### config.mk
export PLATFORM = sky130hd
export DESIGN_NAME = two_lane_mix_hash_64
export DESIGN_NICKNAME = d
export VERILOG_FILES = /design/src/sv/tlmh_pkg.sv /design/src/sv/tlmh_mul.sv /design/src/sv/tlmh_datapath.sv /design/src/sv/tlmh_ctrl.sv /design/src/sv/two_lane_mix_hash_64.sv
export SDC_FILE = /design/constraint.sdc
export NUM_CORES = 2
export LEC_CHECK = 0
export ABC_AREA = 1
export CAP_MARGIN = 20
export CORE_UTILIZATION = 45
export CTS_CLUSTER_DIAMETER = 60
export CTS_CLUSTER_SIZE = 25
export DETAILED_ROUTE_END_ITERATION = 7
export DONT_BUFFER_PORTS = 1
export SYNTH_ARGS = -nofsm -noshare
export SYNTH_HDL_FRONTEND = slang
export SYNTH_SLANG_ARGS = --single-unit
### constraint.sdc
create_clock -name clk -period 11 [get_ports clk]
set_input_delay 1.1 -clock clk [delete_from_list [all_inputs] [get_ports clk]]
set_output_delay 1.1 -clock clk [all_outputs]
set_load 0.02 [all_outputs]
### src/sv/tlmh_pkg.sv
`timescale 1ns / 1ps
// shared types, constants and codes for the two-lane 64-bit mixing hash
// no dependencies

package tlmh_pkg;

    localparam int unsigned WORD_W = 64;
    localparam int unsigned HALF_W = 32;

    // per-lane mixing constants
    localparam logic [WORD_W-1:0] MIX_L0_A = 64'h6D3BCCC3981F33CE;
    localparam logic [WORD_W-1:0] MIX_L0_B = 64'h0B9AEE71139AB058;
    localparam logic [WORD_W-1:0] MIX_L1_A = 64'hC3FBA33BD33BA621;
    localparam logic [WORD_W-1:0] MIX_L1_B = 64'h3FCAB09A08308BA1;
    localparam logic [WORD_W-1:0] LANE_ADD = 64'h34E33AB89DFAA890;

    // per-lane avalanche constants
    localparam logic [WORD_W-1:0] FIN_L0_A = 64'hB91AA8931C3DAB3D;
    localparam logic [WORD_W-1:0] FIN_L0_B = 64'h3185BAFF39A147B3;
    localparam logic [WORD_W-1:0] FIN_L1_A = 64'hC33B0B13DAB0031A;
    localparam logic [WORD_W-1:0] FIN_L1_B = 64'h81CD3A1897B621A3;

    localparam logic [WORD_W-1:0] BLOCK_BYTES = 64'd16;

    // multiplier partial-product steps
    localparam logic [1:0] MUL_STEP_LL = 2'd0;
    localparam logic [1:0] MUL_STEP_LH = 2'd1;
    localparam logic [1:0] MUL_STEP_HL = 2'd2;

    typedef enum logic [5:0] {
        S_IDLE  = 6'b000001,
        S_MIX_A = 6'b000010,
        S_MIX_B = 6'b000100,
        S_FIN_A = 6'b001000,
        S_FIN_B = 6'b010000,
        S_PUSH  = 6'b100000
    } state_t;

    typedef enum logic [1:0] {
        OP_MIX_A = 2'd0,
        OP_MIX_B = 2'd1,
        OP_FIN_A = 2'd2,
        OP_FIN_B = 2'd3
    } op_t;

    typedef struct packed {
        logic capture;    // take the input word
        logic init;       // first word of a message: load seed, clear count
        logic present;    // word carries a block
        logic mul_start;
        logic commit;     // apply the finished product
        op_t  op;
        logic lane;
        logic out_load;
    } cmd_t;

    typedef struct packed {
        logic mul_busy;
        logic mul_done;
    } status_t;

endpackage

### src/sv/tlmh_mul.sv
`timescale 1ns / 1ps
// 64x64 multiplier, product mod 2^64, one 32x32 partial product per cycle
// depends on tlmh_pkg

module tlmh_mul
(
    input  logic                         clk,
    input  logic                         rst_n,
    input  logic                         start,
    input  logic [tlmh_pkg::WORD_W-1:0]  a,
    input  logic [tlmh_pkg::WORD_W-1:0]  b,
    output logic                         busy,
    output logic                         done,
    output logic [tlmh_pkg::WORD_W-1:0]  product
);

    logic [tlmh_pkg::WORD_W-1:0] a_reg, a_next;
    logic [tlmh_pkg::WORD_W-1:0] b_reg, b_next;
    logic [tlmh_pkg::WORD_W-1:0] acc_reg, acc_next;
    logic [1:0]                  step_reg, step_next;
    logic                        busy_reg, busy_next;
    logic                        done_reg, done_next;

    logic [tlmh_pkg::HALF_W-1:0] mx, my;
    logic [tlmh_pkg::WORD_W-1:0] m;

    always_comb
    begin
        unique case (step_reg)
            tlmh_pkg::MUL_STEP_LL:
            begin
                mx = a_reg[tlmh_pkg::HALF_W-1:0];
                my = b_reg[tlmh_pkg::HALF_W-1:0];
            end
            tlmh_pkg::MUL_STEP_LH:
            begin
                mx = a_reg[tlmh_pkg::HALF_W-1:0];
                my = b_reg[tlmh_pkg::WORD_W-1:tlmh_pkg::HALF_W];
            end
            default:
            begin
                mx = a_reg[tlmh_pkg::WORD_W-1:tlmh_pkg::HALF_W];
                my = b_reg[tlmh_pkg::HALF_W-1:0];
            end
        endcase
        m = tlmh_pkg::WORD_W'(mx) * tlmh_pkg::WORD_W'(my);
    end

    always_comb
    begin
        a_next    = a_reg;
        b_next    = b_reg;
        acc_next  = acc_reg;
        step_next = step_reg;
        busy_next = busy_reg;
        done_next = 1'b0;
        priority if (start)
        begin
            a_next    = a;
            b_next    = b;
            step_next = tlmh_pkg::MUL_STEP_LL;
            busy_next = 1'b1;
        end
        else if (busy_reg)
        begin
            // cross terms only reach the upper half
            if (step_reg == tlmh_pkg::MUL_STEP_LL)
                acc_next = m;
            else
                acc_next = {acc_reg[tlmh_pkg::WORD_W-1:tlmh_pkg::HALF_W]
                            + m[tlmh_pkg::HALF_W-1:0],
                            acc_reg[tlmh_pkg::HALF_W-1:0]};
            if (step_reg == tlmh_pkg::MUL_STEP_HL)
            begin
                busy_next = 1'b0;
                done_next = 1'b1;
            end
            else
            begin
                step_next = step_reg + 2'd1;
            end
        end
    end

    always_ff @(posedge clk or negedge rst_n)
    begin
        if (!rst_n)
        begin
            step_reg <= tlmh_pkg::MUL_STEP_LL;
            busy_reg <= 1'b0;
            done_reg <= 1'b0;
        end
        else
        begin
            step_reg <= step_next;
            busy_reg <= busy_next;
            done_reg <= done_next;
        end
    end

    always_ff @(posedge clk)
    begin
        a_reg   <= a_next;
        b_reg   <= b_next;
        acc_reg <= acc_next;
    end

    assign busy    = busy_reg;
    assign done    = done_reg;
    assign product = acc_reg;

endmodule

### src/sv/tlmh_datapath.sv
`timescale 1ns / 1ps
// lane hashes, byte count, seed register and result register
// depends on tlmh_pkg and tlmh_mul

module tlmh_datapath
(
    input  logic                         clk,
    input  logic                         rst_n,
    input  logic                         cfg_we,
    input  logic [tlmh_pkg::WORD_W-1:0]  cfg_wdata,
    input  logic [tlmh_pkg::WORD_W-1:0]  word_low,
    input  logic [tlmh_pkg::WORD_W-1:0]  word_high,
    input  tlmh_pkg::cmd_t               cmd,
    output tlmh_pkg::status_t            status,
    output logic [tlmh_pkg::WORD_W-1:0]  hash_value
);

    logic [tlmh_pkg::WORD_W-1:0] seed_reg;
    logic [tlmh_pkg::WORD_W-1:0] wlo_reg, wlo_next;
    logic [tlmh_pkg::WORD_W-1:0] whi_reg, whi_next;
    logic [tlmh_pkg::WORD_W-1:0] h0_reg, h0_next;
    logic [tlmh_pkg::WORD_W-1:0] h1_reg, h1_next;
    logic [tlmh_pkg::WORD_W-1:0] cnt_reg, cnt_next;
    logic [tlmh_pkg::WORD_W-1:0] t_reg, t_next;
    logic [tlmh_pkg::WORD_W-1:0] acc_reg, acc_next;
    logic [tlmh_pkg::WORD_W-1:0] out_reg, out_next;

    logic [tlmh_pkg::WORD_W-1:0] mul_a, mul_b, prod;
    logic [tlmh_pkg::WORD_W-1:0] lane_h, fin_x, mix_y, mix_r, fin_f;
    logic                        mul_busy, mul_done;

    tlmh_mul u_mul
    (
        .clk     (clk),
        .rst_n   (rst_n),
        .start   (cmd.mul_start),
        .a       (mul_a),
        .b       (mul_b),
        .busy    (mul_busy),
        .done    (mul_done),
        .product (prod)
    );

    assign status.mul_busy = mul_busy;
    assign status.mul_done = mul_done;

    assign lane_h = cmd.lane ? h1_reg : h0_reg;
    assign fin_x  = lane_h ^ cnt_reg;
    assign mix_y  = lane_h ^ prod;
    assign mix_r  = {mix_y[50:0], mix_y[63:51]};
    assign fin_f  = prod ^ (prod >> 16);

    // operand select
    always_comb
    begin
        unique case (cmd.op)
            tlmh_pkg::OP_MIX_A:
            begin
                mul_a = cmd.lane ? whi_reg : wlo_reg;
                mul_b = cmd.lane ? tlmh_pkg::MIX_L1_A : tlmh_pkg::MIX_L0_A;
            end
            tlmh_pkg::OP_MIX_B:
            begin
                mul_a = t_reg;
                mul_b = cmd.lane ? tlmh_pkg::MIX_L1_B : tlmh_pkg::MIX_L0_B;
            end
            tlmh_pkg::OP_FIN_A:
            begin
                mul_a = fin_x ^ (fin_x >> 16);
                mul_b = cmd.lane ? tlmh_pkg::FIN_L1_A : tlmh_pkg::FIN_L0_A;
            end
            default:
            begin
                mul_a = t_reg;
                mul_b = cmd.lane ? tlmh_pkg::FIN_L1_B : tlmh_pkg::FIN_L0_B;
            end
        endcase
    end

    always_comb
    begin
        wlo_next = wlo_reg;
        whi_next = whi_reg;
        h0_next  = h0_reg;
        h1_next  = h1_reg;
        cnt_next = cnt_reg;
        t_next   = t_reg;
        acc_next = acc_reg;
        out_next = out_reg;

        if (cmd.capture)
        begin
            wlo_next = word_low;
            whi_next = word_high;
            if (cmd.init)
            begin
                h0_next = seed_reg;
                h1_next = seed_reg;
            end
            cnt_next = (cmd.init ? '0 : cnt_reg)
                       + (cmd.present ? tlmh_pkg::BLOCK_BYTES : '0);
        end

        if (cmd.commit)
        begin
            unique case (cmd.op)
                tlmh_pkg::OP_MIX_A:
                begin
                    t_next = {prod[48:0], prod[63:49]};
                end
                tlmh_pkg::OP_MIX_B:
                begin
                    // rotate by 13, times five, plus lane constant
                    if (cmd.lane)
                        h1_next = (mix_r << 2) + mix_r + tlmh_pkg::LANE_ADD;
                    else
                        h0_next = (mix_r << 2) + mix_r + tlmh_pkg::LANE_ADD;
                end
                tlmh_pkg::OP_FIN_A:
                begin
                    t_next = prod ^ (prod >> 13);
                end
                default:
                begin
                    acc_next = cmd.lane ? (acc_reg ^ fin_f) : fin_f;
                end
            endcase
        end

        if (cmd.out_load)
            out_next = acc_reg;
    end

    always_ff @(posedge clk or negedge rst_n)
    begin
        if (!rst_n)
            seed_reg <= '0;
        else if (cfg_we)
            seed_reg <= cfg_wdata;
    end

    always_ff @(posedge clk)
    begin
        wlo_reg <= wlo_next;
        whi_reg <= whi_next;
        h0_reg  <= h0_next;
        h1_reg  <= h1_next;
        cnt_reg <= cnt_next;
        t_reg   <= t_next;
        acc_reg <= acc_next;
        out_reg <= out_next;
    end

    assign hash_value = out_reg;

endmodule

### src/sv/tlmh_ctrl.sv
`timescale 1ns / 1ps
// controller: input and output handshakes, message tracking, lane sequencing
// depends on tlmh_pkg

module tlmh_ctrl
(
    input  logic               clk,
    input  logic               rst_n,
    input  logic               in_valid,
    output logic               in_ready,
    input  logic               block_present,
    input  logic               is_last,
    output logic               out_valid,
    input  logic               out_ready,
    input  tlmh_pkg::status_t  status,
    output tlmh_pkg::cmd_t     cmd
);

    tlmh_pkg::state_t state_reg, state_next;
    logic             lane_reg, lane_next;
    logic             last_reg, last_next;
    logic             in_msg_reg, in_msg_next;
    logic             out_valid_reg, out_valid_next;
    logic             mul_go;

    // launch once per state, apply on done
    assign mul_go = !status.mul_busy && !status.mul_done;

    always_comb
    begin
        state_next = state_reg;
        lane_next  = lane_reg;
        last_next  = last_reg;
        in_msg_next = in_msg_reg;
        in_ready   = 1'b0;

        cmd           = '0;
        cmd.op        = tlmh_pkg::OP_MIX_A;
        cmd.lane      = lane_reg;

        unique case (state_reg)
            tlmh_pkg::S_IDLE:
            begin
                in_ready = 1'b1;
                // a word with neither block nor end is dropped
                if (in_valid && (block_present || is_last))
                begin
                    cmd.capture = 1'b1;
                    cmd.init    = !in_msg_reg;
                    cmd.present = block_present;
                    last_next   = is_last;
                    in_msg_next = !is_last;
                    lane_next   = 1'b0;
                    state_next  = block_present ? tlmh_pkg::S_MIX_A : tlmh_pkg::S_FIN_A;
                end
            end
            tlmh_pkg::S_MIX_A:
            begin
                cmd.op        = tlmh_pkg::OP_MIX_A;
                cmd.mul_start = mul_go;
                cmd.commit    = status.mul_done;
                if (status.mul_done)
                    state_next = tlmh_pkg::S_MIX_B;
            end
            tlmh_pkg::S_MIX_B:
            begin
                cmd.op        = tlmh_pkg::OP_MIX_B;
                cmd.mul_start = mul_go;
                cmd.commit    = status.mul_done;
                if (status.mul_done)
                begin
                    priority if (!lane_reg)
                    begin
                        lane_next  = 1'b1;
                        state_next = tlmh_pkg::S_MIX_A;
                    end
                    else if (last_reg)
                    begin
                        lane_next  = 1'b0;
                        state_next = tlmh_pkg::S_FIN_A;
                    end
                    else
                    begin
                        state_next = tlmh_pkg::S_IDLE;
                    end
                end
            end
            tlmh_pkg::S_FIN_A:
            begin
                cmd.op        = tlmh_pkg::OP_FIN_A;
                cmd.mul_start = mul_go;
                cmd.commit    = status.mul_done;
                if (status.mul_done)
                    state_next = tlmh_pkg::S_FIN_B;
            end
            tlmh_pkg::S_FIN_B:
            begin
                cmd.op        = tlmh_pkg::OP_FIN_B;
                cmd.mul_start = mul_go;
                cmd.commit    = status.mul_done;
                if (status.mul_done)
                begin
                    if (!lane_reg)
                    begin
                        lane_next  = 1'b1;
                        state_next = tlmh_pkg::S_FIN_A;
                    end
                    else
                    begin
                        state_next = tlmh_pkg::S_PUSH;
                    end
                end
            end
            tlmh_pkg::S_PUSH:
            begin
                // wait for the output register to free up
                if (!out_valid_reg || out_ready)
                begin
                    cmd.out_load = 1'b1;
                    state_next   = tlmh_pkg::S_IDLE;
                end
            end
            default:
            begin
                state_next = tlmh_pkg::S_IDLE;
            end
        endcase

        out_valid_next = cmd.out_load || (out_valid_reg && !out_ready);
    end

    always_ff @(posedge clk or negedge rst_n)
    begin
        if (!rst_n)
        begin
            state_reg     <= tlmh_pkg::S_IDLE;
            lane_reg      <= 1'b0;
            last_reg      <= 1'b0;
            in_msg_reg    <= 1'b0;
            out_valid_reg <= 1'b0;
        end
        else
        begin
            state_reg     <= state_next;
            lane_reg      <= lane_next;
            last_reg      <= last_next;
            in_msg_reg    <= in_msg_next;
            out_valid_reg <= out_valid_next;
        end
    end

    assign out_valid = out_valid_reg;

endmodule

### src/sv/two_lane_mix_hash_64.sv
`timescale 1ns / 1ps
// two-lane 64-bit mixing hash, one 16-byte block per input word.
// a block word takes 4 lane multiplies on the one shared 32x32 multiplier, after
// the accept state; a last word adds avalanche and output load, and an end word
// without block goes straight to the avalanche.
// a finished hash waits in the output register while the next word is taken.
// rst_n clears control state and the seed asynchronously; no clearing pass.

module two_lane_mix_hash_64
(
    input  logic        clk,
    input  logic        rst_n,
    input  logic        cfg_we,
    input  logic [63:0] cfg_wdata,
    input  logic        in_valid,
    output logic        in_ready,
    input  logic [63:0] word_low,
    input  logic [63:0] word_high,
    input  logic        block_present,
    input  logic        is_last,
    output logic        out_valid,
    input  logic        out_ready,
    output logic [63:0] hash_value
);

    tlmh_pkg::cmd_t    cmd;
    tlmh_pkg::status_t status;

    tlmh_ctrl u_ctrl
    (
        .clk           (clk),
        .rst_n         (rst_n),
        .in_valid      (in_valid),
        .in_ready      (in_ready),
        .block_present (block_present),
        .is_last       (is_last),
        .out_valid     (out_valid),
        .out_ready     (out_ready),
        .status        (status),
        .cmd           (cmd)
    );

    tlmh_datapath u_dp
    (
        .clk        (clk),
        .rst_n      (rst_n),
        .cfg_we     (cfg_we),
        .cfg_wdata  (cfg_wdata),
        .word_low   (word_low),
        .word_high  (word_high),
        .cmd        (cmd),
        .status     (status),
        .hash_value (hash_value)
    );

    // the multiplier is never running while a word can be taken
    a_idle_mul: assert property (@(posedge clk) disable iff (!rst_n)
        in_ready |-> (!status.mul_busy && !status.mul_done))
        else $error("multiplier active while accepting a word");

    // a dropped word leaves the block ready
    a_drop_stays: assert property (@(posedge clk) disable iff (!rst_n)
        (in_valid && in_ready && !block_present && !is_last) |=> in_ready)
        else $error("empty non-final word started work");

    // a word with a block starts the lane work
    a_block_busy: assert property (@(posedge clk) disable iff (!rst_n)
        (in_valid && in_ready && block_present) |=> !in_ready)
        else $error("block word did not start mixing");

    // result is loaded only when the output slot is free
    a_no_overwrite: assert property (@(posedge clk) disable iff (!rst_n)
        cmd.out_load |-> (!out_valid || out_ready))
        else $error("result register overwritten");

endmodule

==> results.ini <==
[setup_path]
crit_path_top_delay_cell=fa_1
cpPeakStageDelay_ns=0.55
cp-end-kind=flip-flop
worst_path_most_repeated_cell=fa_1
worst-endpoint-required_ns=11.46
crit_arrival_ns=11.01
cp_max_fo=15
path_class=reg2reg
startpoint_type=flip-flop

[logic_synthesis]
synth_nets=10788
netlist_area_sq_um=76600
seq_area_frac_synth_pct=27.8
syn_inst=9264
synth-seq-cells=765
synth_edf_count=559
async_flop_share_pct=10.2
syn_avg_cell_area_sq_um=8.27
yosysWarnings=0
synth_ff_type=edfxtp_1
synth_cell_type_count=54

[cts]
clkTransAtPathRegs_ns=0.08
h-tree-depth=3
cts_tree=done
ctsRootBufferMaster=clkbuf_16
insertion_delay_ns=0.74
clock_sinks=765
post-cts-setup-buffers=0
numCtsBuffers=75
cts.path.max_buffers=3

[global_routing]
grt-ovfl-total=0
grt_pass1_vias=62720
grt_max_degree=109
grt.met2_usage_pct=53.3
grtUsageTotal_pct=37.2
grt_pass1_wl_microns=457000
antenna_found_initial=12
grtUsageMet3_pct=10.1
busiest_layer=met1
grtUsageMet1_pct=54.3

[sta]
drv_slew=0
fin_skew_ns=0.0480
slew_headroom_pct=12.8
rsz0062_at_grt=false
setup_viol=0
setup_tns_ns=0
tightest_slew_ns=1.29
finalCritPeriodShare_pct=95.9
fmax_mhz=94.8
final-hold-violation-count=0
period_needed_ns=10.55

[hold_path]
holdCritPathClass=in2async

[floorplan]
die_w_microns=415
dieArea_sq_um=172000
coreArea_sq_um=169000
rows=151
io_pins=265
die_y_microns=415
start_util_pct=45.3

[job]
cap_viol_max_count=0

[routing]
drt_first_pass_iters=6
vias_per_cell=5.62
routed-via-count=64547
antenna_left=0
wl_per_cell_microns=27.9
totalWireLength_microns=321000
drc=0
drtIter0Drc=7775

[placement]
routabilityCongestion=1.03
dp_hpwl_microns=266000
numPortBuffers=0

[run_status]
run_status=complete, no violations

[final_layout]
drive_gt1_share_pct=5.79
nets=10724
area_delta_synth_final_pct=7.59

-- Yosys cell counts (all sizes together) (128+ instances only) --
cell type	count	area share, %
nand2	2118	10
inv	1729	8.5
nor2	1015	5.1
fa	898	23
edfxtp	559	22
o21ai	491	3.3
ha	427	7.0
a21oi	375	2.4
nand3	318	2.1
clkbuf	217	1.1
xnor2	202	2.3
xor2	187	2.1
buf	152	1.0
dfxtp	128	3.3
-- logic make-up after synthesis --
logic type                 synth area share [%]
muxes                                     0.382
buffers and inverters                      10.6
adders and majority gates                  30.4
AOI/OAI and AO/OA                          7.36
and+or+nand+nor                            19.0
DFF                                        27.8
xor gates and xnor gates                   4.45
-- layout by cell type, fill, tap and decap left out, types with 8 or more instances in the layout --
| cell | count |
|---|---|
| dfxtp_1 | 128 |
| o21ai_1 | 66 |
| o21bai_1 | 20 |
| o21a_1 | 9 |
| a21oi_1 | 373 |
| nand3_1 | 313 |
| buf_4 | 224 |
| inv_6 | 14 |
| o21ai_0 | 394 |
| nand4_1 | 44 |
| nor2_4 | 8 |
| nor3_1 | 45 |
| inv_1 | 1706 |
| a221oi_1 | 48 |
| a31oi_1 | 25 |
| nand3b_1 | 10 |
| clkinv_1 | 9 |
| a22oi_1 | 16 |
| dfrtp_1 | 76 |
| clkbuf_16 | 77 |
| nor2_1 | 992 |
| fa_1 | 898 |
| nor2_2 | 13 |
| or2_2 | 40 |
| a21o_1 | 30 |
| xor2_1 | 187 |
| o21ai_2 | 28 |
| clkinvlp_4 | 9 |
| ha_1 | 424 |
| xnor2_1 | 202 |
| edfxtp_1 | 559 |
| nand2_1 | 2110 |
| mux2_2 | 26 |
| inv_2 | 21 |
-- final timing paths --
check | from | endpoint | slack, ns | cells after the start
min in group clk | u_dp.acc_reg[28] | u_dp.hash_value[28] | 0.44 | 0
max in group asynchronous | rst_n | u_ctrl.state_reg[0] | 10.71 | 0
worst min-delay path | rst_n | u_dp.seed_reg[60] | 0.07 | 0
worst max-delay path | u_dp.u_mul.step_reg[0] | u_dp.u_mul.product[63] | 0.45 | 35
worst min register to register | u_dp.acc_reg[28] | u_dp.hash_value[28] | 0.44 | 0
worst max register to register | u_dp.u_mul.step_reg[0] | u_dp.u_mul.product[63] | 0.45 | 35
-- metrics by stage --
stage                     setup slack (ns)  hold slack, ns  util (%)  cell area (sq um)  std cells
after floorplan                       2.42           0.427         -              76600       9264
after global placement               0.595           0.434      47.1              79700      11338
after detailed placement             0.539           0.437      47.1              79700      11339
after CTS                            0.487          0.0309      48.7              82400      11478
after global routing              0.000929          0.0464      48.7              82400      11482
final                                0.450          0.0740      48.7              82400      11483
-- routing by layer --
layer  wire [microns]  part of all wire [%]
met5              194                 0.060
met4            11600                   3.6
met3            37700                    12
met2           133000                    41
met1           139000                    43
-- timing repair --
action	4_1_cts	5_1_grt
endpoints found under the setup margin	0	1
resized for setup	0	2
endpoints found under the hold margin	0	0
hold buffers	0	0
-- final cells by class --
| type | count | area, sq um |
|---|---|---|
| Tap cell | 2218 | 2780 |
| Multi-Input combinational cell | 6392 | 47400 |
| Timing Repair Buffer | 228 | 1740 |
| Clock buffer | 81 | 1950 |
| Fill cell | 16588 | 86800 |
| Antenna cell | 3 | 7.51 |
| Inverter | 1738 | 6540 |
| Clock inverter | 58 | 752 |
| Sequential cell | 765 | 21300 |
-- worst max-delay path, delay by kind of cell (launching register included) --
kind	cells	cell delay [ns]
flip-flops	1	0.44
buffers and inverters	6	0.74
AO/OA/AOI/OAI	8	1.87
adder cells (fa/ha/maj)	11	5.21
XOR/XNOR	1	0.50
AND/OR/NAND/NOR	9	1.46
Power is left out: the tool's default activity adds up to more than one toggle a clock period on the data nets, which glitch-free logic cannot reach.
